$ cat src/assert_macros.svh
// Assertion macros shared by the cache modules.
`ifndef ASSERT_MACROS_SVH
`define ASSERT_MACROS_SVH

// Consequent must hold in the same cycle as the antecedent.
`define TLC_ASSERT_SAME(label, ck, rn, ante, cons) \
    label: assert property (@(posedge ck) disable iff (!rn) (ante) |-> (cons)) \
        else $error("cache assertion failed");

// Consequent must hold in the cycle after the antecedent.
`define TLC_ASSERT_NEXT(label, ck, rn, ante, cons) \
    label: assert property (@(posedge ck) disable iff (!rn) (ante) |=> (cons)) \
        else $error("cache assertion failed");

`endif

$ cat src/tlc_pkg.sv
// ----------------------------------------------------------------------------
// tlc_pkg
// Shared types and constants for the two-level write-back cache.
// ----------------------------------------------------------------------------
`default_nettype none

package tlc_pkg;

    localparam int BLOCK_BYTES_DEF  = 64;
    localparam int L1_BYTES_DEF     = 1024;
    localparam int L2_BYTES_DEF     = 2048;
    localparam int MEMORY_BYTES_DEF = 65536;

    localparam int CFG_INDEX_W = 3;
    localparam int COST_W      = 8;
    localparam int ACC_COST_W  = 11;
    localparam int DATA_W      = 32;
    localparam int ADDR_W      = 16;

    // Configuration register indexes
    localparam logic [CFG_INDEX_W-1:0] REG_L1_READ   = 3'd0;
    localparam logic [CFG_INDEX_W-1:0] REG_L1_WRITE  = 3'd1;
    localparam logic [CFG_INDEX_W-1:0] REG_L2_READ   = 3'd2;
    localparam logic [CFG_INDEX_W-1:0] REG_L2_WRITE  = 3'd3;
    localparam logic [CFG_INDEX_W-1:0] REG_MEM_READ  = 3'd4;
    localparam logic [CFG_INDEX_W-1:0] REG_MEM_WRITE = 3'd5;

    // Block copy kinds between stores
    typedef enum logic [2:0] {
        CP_NONE,
        CP_L2_MEM,
        CP_MEM_L2,
        CP_L2_FR,
        CP_L1_L2,
        CP_FR_L1
    } copy_t;

    // Cost sources
    typedef enum logic [2:0] {
        CH_NONE,
        CH_L1R,
        CH_L1W,
        CH_L2R,
        CH_L2W,
        CH_MR,
        CH_MW
    } charge_t;

    typedef struct packed {
        logic    load;
        logic    clear;
        logic    sel_vic;
        copy_t   copy;
        charge_t charge;
        logic    cap_l1;
        logic    cap_l2;
        logic    l2_update;
        logic    l2_set_dirty;
        logic    l1_update;
        logic    word_rd;
        logic    word_wr;
        logic    cap_rd;
        logic    add_total;
    } cmd_t;

    typedef struct packed {
        logic clear_done;
        logic l1_hit;
        logic l1_vdirty;
        logic l2_hit;
        logic l2_vdirty;
        logic copy_done;
        logic is_write;
    } status_t;

endpackage

`default_nettype wire

$ cat src/tlc_ctrl.sv
// ----------------------------------------------------------------------------
// tlc_ctrl
// Sequencer for the memory clear, lookups, block moves, word access and result handoff.
// ----------------------------------------------------------------------------
`default_nettype none
`include "assert_macros.svh"

module tlc_ctrl (
    input  wire logic              clk,
    input  wire logic              rst_n,
    input  wire logic              in_valid,
    output logic                   in_stall,
    output logic                   out_valid,
    input  wire logic              out_stall,
    input  wire tlc_pkg::status_t  status,
    output tlc_pkg::cmd_t          cmd
);
    import tlc_pkg::*;

    typedef enum logic [12:0] {
        S_CLR    = 13'b0000000000001,
        S_IDLE   = 13'b0000000000010,
        S_LOOK   = 13'b0000000000100,
        S_L2CHK  = 13'b0000000001000,
        S_L2WB   = 13'b0000000010000,
        S_MEMRD  = 13'b0000000100000,
        S_L2RD   = 13'b0000001000000,
        S_L1WB   = 13'b0000010000000,
        S_L1FILL = 13'b0000100000000,
        S_WORD   = 13'b0001000000000,
        S_RDWAIT = 13'b0010000000000,
        S_FIN    = 13'b0100000000000,
        S_OUT    = 13'b1000000000000
    } state_t;

    state_t state_reg, state_next;
    logic   vic_reg, vic_next;

    // Advance state
    always_ff @(posedge clk or negedge rst_n)
    begin
        if (!rst_n)
        begin
            state_reg <= S_CLR;
            vic_reg   <= 1'b0;
        end
        else
        begin
            state_reg <= state_next;
            vic_reg   <= vic_next;
        end
    end

    assign in_stall  = (state_reg != S_IDLE);
    assign out_valid = (state_reg == S_OUT);

    // Decode next state and commands
    always_comb
    begin
        state_next  = state_reg;
        vic_next    = vic_reg;
        cmd         = '0;
        cmd.sel_vic = vic_reg;
        case (state_reg)
            S_CLR:
            begin
                cmd.clear = 1'b1;
                if (status.clear_done)
                begin
                    state_next = S_IDLE;
                end
            end
            S_IDLE:
            begin
                if (in_valid)
                begin
                    cmd.load   = 1'b1;
                    vic_next   = 1'b0;
                    state_next = S_LOOK;
                end
            end
            S_LOOK:
            begin
                cmd.cap_l1 = 1'b1;
                state_next = status.l1_hit ? S_WORD : S_L2CHK;
            end
            S_L2CHK:
            begin
                cmd.cap_l2 = !vic_reg;
                if (status.l2_hit)
                begin
                    state_next = vic_reg ? S_L1WB : S_L2RD;
                end
                else
                begin
                    state_next = status.l2_vdirty ? S_L2WB : S_MEMRD;
                end
            end
            S_L2WB:
            begin
                cmd.copy = CP_L2_MEM;
                if (status.copy_done)
                begin
                    cmd.charge = CH_MW;
                    state_next = S_MEMRD;
                end
            end
            S_MEMRD:
            begin
                // the victim block is overwritten whole, so its fetch is only charged
                if (vic_reg)
                begin
                    cmd.charge    = CH_MR;
                    cmd.l2_update = 1'b1;
                    state_next    = S_L1WB;
                end
                else
                begin
                    cmd.copy = CP_MEM_L2;
                    if (status.copy_done)
                    begin
                        cmd.charge    = CH_MR;
                        cmd.l2_update = 1'b1;
                        state_next    = S_L2RD;
                    end
                end
            end
            S_L2RD:
            begin
                cmd.copy = CP_L2_FR;
                if (status.copy_done)
                begin
                    cmd.charge = CH_L2R;
                    if (status.l1_vdirty)
                    begin
                        vic_next   = 1'b1;
                        state_next = S_L2CHK;
                    end
                    else
                    begin
                        state_next = S_L1FILL;
                    end
                end
            end
            S_L1WB:
            begin
                cmd.copy = CP_L1_L2;
                if (status.copy_done)
                begin
                    cmd.charge       = CH_L2W;
                    cmd.l2_set_dirty = 1'b1;
                    state_next       = S_L1FILL;
                end
            end
            S_L1FILL:
            begin
                cmd.copy = CP_FR_L1;
                if (status.copy_done)
                begin
                    cmd.l1_update = 1'b1;
                    state_next    = S_WORD;
                end
            end
            S_WORD:
            begin
                if (status.is_write)
                begin
                    cmd.word_wr = 1'b1;
                    cmd.charge  = CH_L1W;
                end
                else
                begin
                    cmd.word_rd = 1'b1;
                    cmd.charge  = CH_L1R;
                end
                state_next = S_RDWAIT;
            end
            S_RDWAIT:
            begin
                cmd.cap_rd = !status.is_write;
                state_next = S_FIN;
            end
            S_FIN:
            begin
                cmd.add_total = 1'b1;
                state_next    = S_OUT;
            end
            S_OUT:
            begin
                if (!out_stall)
                begin
                    state_next = S_IDLE;
                end
            end
            default:
            begin
                state_next = S_IDLE;
            end
        endcase
    end

    `TLC_ASSERT_NEXT(a_accept_looks, clk, rst_n, state_reg == S_IDLE && in_valid,
        state_reg == S_LOOK)
    `TLC_ASSERT_SAME(a_busy_while_out, clk, rst_n, out_valid, in_stall)

endmodule

`default_nettype wire

$ cat config.mk
export PLATFORM = sky130hd
export DESIGN_NAME = tlc_ctrl
export DESIGN_NICKNAME = d
export VERILOG_FILES = /design/src/tlc_pkg.sv /design/src/tlc_ctrl.sv
export VERILOG_INCLUDE_DIRS = /design/src /design/src/src
export SDC_FILE = /design/constraint.sdc
export NUM_CORES = 1
export LEC_CHECK = 0
export BUFFER_PORTS_ARGS = -buffer_cell sky130_fd_sc_hd__clkbuf_2
export CORE_ASPECT_RATIO = 0.75
export CORE_UTILIZATION = 51
export DETAILED_ROUTE_END_ITERATION = 6
export PLACE_DENSITY = 0.9
export SLEW_MARGIN = 20
export SYNTH_ARGS = -nofsm -noshare
export SYNTH_HDL_FRONTEND = slang
export SYNTH_SLANG_ARGS = --single-unit
$ cat constraint.sdc
create_clock -name clk -period 2.4 [get_ports clk]
set_input_delay 0.12 -clock clk [delete_from_list [all_inputs] [get_ports clk]]
set_output_delay 0.12 -clock clk [all_outputs]
set_load 0.1 [all_outputs]
After elaboration in Yosys (flattened, before gate mapping)
Cells that the tools add are included.
{"block": "totals", "register_bits": 14, "input_bits": 11, "output_inout_bits": 20, "word_cells": 73}
{"block": "classes", "eq_ne": 23, "n_mux": 43, "n_reduce_logical": 5}
{"op": "$pmux 13 s13", "n": 1}
{"op": "$mux 13", "n": 9}
{"op": "$pmux 3 s5", "n": 2}
{"op": "$mux 1", "n": 17}
{"op": "$mux 8", "n": 2}
{"op": "$ne 2x2->1 const B", "n": 8}
{"op": "$eq 13x1->1 const B", "n": 1}
{"op": "$eq 13x10->1 const B", "n": 1}
{"op": "$eq 13x11->1 const B", "n": 1}
{"op": "$eq 13x12->1 const B", "n": 1}
{"op": "$eq 13x13->1 const B", "n": 1}
{"op": "$eq 13x2->1 const B", "n": 1}
{"op": "$eq 13x3->1 const B", "n": 1}
{"op": "$eq 13x4->1 const B", "n": 1}
{"op": "$eq 13x5->1 const B", "n": 1}
{"op": "$eq 13x6->1 const B", "n": 1}
{"op": "$eq 13x7->1 const B", "n": 1}
{"op": "$eq 13x8->1 const B", "n": 1}
{"op": "$eq 13x9->1 const B", "n": 1}
{"op": "$ne 13x2->1 const B", "n": 1}
{"op": "$mux 3", "n": 4}
{"op": "$mux 10", "n": 1}
{"op": "$mux 9", "n": 1}
{"op": "$mux 2", "n": 4}
{"op": "7 further kinds", "n": 8}

Logic depth before layout (Yosys ltp)
Gate-level depths: netlist of run 1.
{"block": "logic_depth", "word_depth": 3, "ltp_mapped": 7, "mapped_depth_nobuf": 6}

Worst setup path after synthesis of run 1
No wires, ideal clock.
{"block": "synth_timing", "path_type": "register -> register", "startpoint": "register state_reg[4]", "endpoint": "register state_reg[3]", "arrival_ns": 3.861, "t_required_ns": 2.318, "setup_slack_ns": -1.543, "stages_incl_launch_ff": 7, "path_buffers": 1, "path_cell_list": "dfrtp_1 -> buf_6 -> nor3_2 -> nand4_1 -> nor3b_1 -> a22oi_1 -> nor2_1"}
{"block": "synth_between", "elab_chain_len": 3}
{"item": "start: declaration", "line_no": "tlc_ctrl.sv:36", "rtl": "state_t state_reg, state_next;"}
{"item": "start signal: assignment", "line_no": "tlc_ctrl.sv:49", "rtl": "state_reg <= state_next;"}
{"item": "$eq 13x6->1, or another cell as far along", "line_no": "tlc_ctrl.sv:64", "rtl": "case (state_reg)"}
{"item": "$ne 3x3->1 (no line) or $ne 2x2->1 (tied branches)"}
{"item": "$reduce_and 8->1 (no line)"}
Several ways; a longest one is shown, not always the timed one.
A chain may end at the register's enable or synchronous reset.

==> results of run 1 <==
[stage by stage]
stage	power, uW	cell area [um^2]	utilization
2_1_floorplan	939	1160	-
3_3_place_gp	1100	1480	0.803
3_5_place_dp	1120	1480	0.803
4_1_cts	1320	1550	0.845
5_1_grt	1490	1650	0.897
6_report	1450	1650	0.897
[critical path: stages, from the launching register on]
cell and delay (ns):
dfrtp_2 0.48, nor4_4 0.40, buf_4 0.21, nand3_2 0.16, nor3_1 0.33, buf_4 0.21, nand2b_1 0.16, buf_12 0.18
[cell families after synthesis]
group / after synthesis / synth area share
AOI/OAI and AO/OA: 26 / 0.185
xor gates and xnor gates: 5 / 0.0414
buffers and inverters: 11 / 0.0544
DFF: 14 / 0.333
muxes: 2 / 0.0284
and+or+nand+nor: 60 / 0.359
[report_power, final]
group / switching, uW / internal (uW)
clock: 87.8 / 92.7
combinational: 630 / 316
sequential: 57.1 / 264
[worst paths after layout]
check / from / to / slack, ns / cells after the start
setup / recovery: state_reg[2] / cmd[13] / -0.14 / 7
hold / removal: in_valid / state_reg[1] / 0.04 / 2
min in group asynchronous: rst_n / state_reg[6] / 0.27 / 2
max in group asynchronous: rst_n / state_reg[0] / 1.81 / 2
hold reg to reg: state_reg[11] / state_reg[11] / 0.58 / 1
setup reg to reg: state_reg[2] / state_reg[8] / 0.05 / 8
[area by class of cell]
cell class              count  area [um^2]  area share
multi-input cells          93          807       0.489
inverters                   7         26.3      0.0159
repair buffers             41          398       0.241
clock buffers               4         36.3      0.0220
flip-flops and latches     14          354       0.215
well taps                  22         27.5      0.0167
[per-layer routing]
layer,vias to the layer above,routed length (um),GRT usage
li1,506,-,-
met1,575,1590,0.422
met2,107,1920,0.522
met3,32,431,0.106
met4,0,223,0.123
met5,-,0,0
[synthesized netlist by cell type, types with 2 or more instances]
library cell / count
nand2b_1: 6
and3_1: 2
mux2_4: 2
dfrtp_1: 13
and2_1: 2
nor3b_2: 2
o21bai_1: 3
nand3_1: 4
inv_1: 7
or3_1: 2
nor2_1: 14
nand2_1: 7
nor4_4: 2
nor3_1: 6
nor2b_1: 4
buf_4: 2
xnor2_1: 3
a21oi_1: 5
nand4_1: 3
a22o_1: 2
xor2_1: 2
o21ai_0: 4
[timing repair]
item | CTS | global route
hold buffers | 2 | 0
gates cloned | 0 | 0
endpoints found under the hold margin | 14 | 0
endpoints found under the setup margin | 4 | 8
buffers inserted | 2 | 4
pin swaps | 2 | 8
gates resized for setup | 2 | 13
==> results.cfg, run 1 <==
[die]
core_mm2 = 0.00184
ios = 31
start_util = 0.575
design.die.area_mm2 = 0.00226
rows = 13
fp.dieW_um = 54.6
fp.dieH_um = 41.4

[place]
dpl.hpwl_mm = 2.28
place.gp.congestion = 0.921
post-place-cells = 169
io_buffers = 30
dp_slack_ns = 0.263

[timing]
slew_headroom = 0.624
post-route-min-period_ns = 2.54
fmax_mhz = 393
min_period_over_period = 1.06
rsz0062_at_grt = true
fin_hold_ws_ns = 0.0393
setup_violations = 6
worst_pin_slew_ns = 0.566
finalSetupTns_ns = -0.397
hold_viol = 0
worst_slack_ns = -0.143
finClkSkew_ns = 0.0106
maxSlewViolCount = 0

[power]
peakVddDrop_uv = 1030
p_per_area_mw_per_mm2 = 878
p_leak_uw = 0.000722

[synth]
yosysWarnings = 0
synth_cells = 118
yosysTopAreaCellShare = 0.308
synth_edf_count = 0
synth_seq_cells = 14
synthTopCellsByArea = dfrtp_1 31%, nor2_1 5.0%, nor4_4 4.0%
syn_area_mm2 = 0.00106
synth_seq_area_share = 0.333
synth.avg_cell_area_um2 = 8.96
yosysUniqueCellTypes = 43
syn-num-nets = 129
synth_largest_area_cell = dfrtp_1
async_flop_share = 1.00
synthFlopType = dfrtp_1

[cells_and_area]
final_cells = 181
num_antenna_cells = 0
nets = 171
syn2layout_area_growth_pct = 56.0
drive_gt1_frac = 0.491
largest_register_ffs = 13
layout_common_cells = 16 x clkbuf_2, 13 x buf_4, 11 x dfrtp_1
mostFrequentLayoutCell = clkbuf_2
num-fill-cells = 75

[global_route]
grt_use_total = 0.334
grt_pass1_vias = 1070
grt_pass1_wl_mm = 5.29
antenna_found_initial = 0
grt_max_degree = 15
grt-ovfl-total = 0

[critical_path]
worstSetupPathType = register to output port
required_ns = 2.28
critPathLaunchType = register
worstPathMaxFanout = 5
crit_path_end_kind = output port
cp_data_arrival_time_ns = 2.42

[cts]
insertion_delay_ns = 0.30
clock_sinks = 14
clkTransAtPathRegs_ns = 0.10
cts_root_buf = clkbuf_4
numCtsBuffers = 3
clock_path_buffers = 2
htree_levels = 1
cts_tree = built

[detailed_routing]
drt_wl_total_mm = 4.16
drtIter0Drc = 93
remaining_drc_errors = 0
vias = 1220
wl_per_cell_um = 23.0
routed_via_density = 6.74
drtAntennaViolNets = 0
first_pass_iters = 5

[outcome]
violations = setup timing
status = complete, but fails checks

[job]
drv_cap = 0

[hold_path]
hp-class = input port to register
No activity file was read; power rests on OpenSTA's default activity.
==> run 2, diff against run 1 <==
- clock period: 2.4 -> 3 ns (I/O delays scaled with it)
==> run 2 against run 1 <==
- the flow finishes with violations (hold timing)
- sequential power down 22%
- clock skew down 0.010 ns
- clock power down 23%
- cell count decreased by 5.5%
- power shrank 35%
- sequential share of layout area increased by 5.8 points
- via count is 18% lower
- first-iteration DRC count shrank 69%
==> results.cfg, run 2 (synthesis results as in run 1) <==
[hold_path]
holdPathEnd = state_reg[0]
worstHoldStart = status[6]
hold_depth = 2
hp-class = input port to register

[critical_path]
rr_worst_depth = 6
critPathLaunchType = register
worstSetupPathType = register to output port
startpoint = state_reg[4]
cp_data_arrival_time_ns = 2.58
regToRegStartpoint = state_reg[4]
required_ns = 2.85
worstPathMaxFanout = 10
crit_path_end_kind = output port
rrSetupSlack_ns = 0.78
worstReg2RegEnd = state_reg[8]

[power]
p_sw_frac = 0.541
p_leak_uw = 0.000626
p_seq_frac = 0.266
p_per_area_mw_per_mm2 = 729
peakVddDrop_uv = 726
power.switching_uw = 509
comb_power_share = 0.586
p_int_uw = 432
clock_power_share = 0.149

[detailed_routing]
first_pass_iters = 4
drtAntennaViolNets = 0
vias = 1001
drt_wl_total_mm = 2.55
remaining_drc_errors = 0
routed_via_density = 5.85
wl_per_cell_um = 14.9
drtIter0Drc = 29

[outcome]
violations = hold timing
status = complete, but fails checks

[die]
ios = 31
start_util = 0.575
design.die.area_mm2 = 0.00226
core_mm2 = 0.00184
fp.dieH_um = 41.4
fp.dieW_um = 54.6
rows = 13

[job]
drv_cap = 0

[cts]
cts_setup_buffers = 0
cts_root_buf = clkbuf_4
numCtsBuffers = 3
clkTransAtPathRegs_ns = 0.09
cts_tree = built
cts_resized = 0
clock_sinks = 14
holdBufCountCts = 1
clock_path_buffers = 2
htree_levels = 1
insertion_delay_ns = 0.28

[cells_and_area]
syn2layout_area_growth_pct = 22.0
final_area_mm2 = 0.00129
num-fill-cells = 147
mostFrequentLayoutCell = clkbuf_2
drive_gt1_frac = 0.362
layout_common_cells = 30 x clkbuf_2, 13 x nor2_1, 13 x dfrtp_1
num_antenna_cells = 0
largest_register_ffs = 13
nets = 161

[timing]
worst_pin_slew_ns = 0.545
finalSetupTns_ns = 0
rsz0062_at_grt = false
setup_violations = 0
min_period_over_period = 0.909
hold_viol = 1
post-route-min-period_ns = 2.73
slew_headroom = 0.639
finClkSkew_ns = 0.000609
fin_hold_ws_ns = -0.00111
maxSlewViolCount = 0
fmax_mhz = 367

[place]
io_buffers = 30
dpl.hpwl_mm = 2.02
post_dp_cell_area_mm2 = 0.00124
place.gp.congestion = 0.893

[global_route]
grt_pass1_vias = 930
grt-ovfl-total = 0
grt_max_degree = 15
grt_pass1_wl_mm = 4.37
grt_use_total = 0.261
antenna_found_initial = 0
[run 2: cell count changes in the layout (fill, tap and decap cells not counted), sizes merged]
cell	previous run	this run
buf	23	0
dlygate4sd3	2	1
clkbuf	20	34
[run 2: how the worst max path moves through the flow]
stage,end,slack [ns]
floorplan,cmd[1],0.006
global placement,cmd[1],0.66
detailed placement,cmd[1],0.59
CTS,cmd[1],0.27
global route,cmd[1],0.14
finish,cmd[1],0.27
[run 2: cell type report]
type                    count  area, um^2  area share
clock buffers               4        36.3      0.0281
flip-flops and latches     14         352       0.273
multi-input cells          93         688       0.533
repair buffers             31         160       0.124
well taps                  22        27.5      0.0213
inverters                   7        26.3      0.0204
[run 2: routing by layer]
metal  wire, um  global-route usage  vias up
li1           -                   -      487
met1       1140               0.367      465
met2       1190               0.400       45
met3        212              0.0842        4
met4         10              0.0308        0
met5          0                   0        -
[run 2: through the flow]
stage / instances / util / setup WS [ns] / total power (uW) / hold WS [ns]
after floorplan: 118 / - / 0.00551 / 710 / -0.146
final: 171 / 0.702 / 0.273 / 941 / -0.00111
after CTS: 171 / 0.702 / 0.272 / 941 / 0.00352
after detailed placement: 166 / 0.677 / 0.590 / 803 / 0.0804
after global placement: 166 / 0.677 / 0.659 / 789 / 0.0783
after global routing: 171 / 0.702 / 0.136 / 998 / 0.00674
[run 2: worst max-delay path: stages, from the launching register on]
cell and delay, ns:
dfrtp_1 0.51, nor3_2 0.43, nand3_1 0.15, or3_1 0.39, nor3b_2 0.20, nor2b_1 0.15
clkbuf_2 0.46
[run 2: power by group through the flow]
stage	sequential (uW)	clock (uW)	combinational, uW
after floorplan	241	0	469
after global placement	250	0	539
after detailed placement	253	0	549
after CTS	250	140	551
after global routing	255	153	590
final	250	140	551
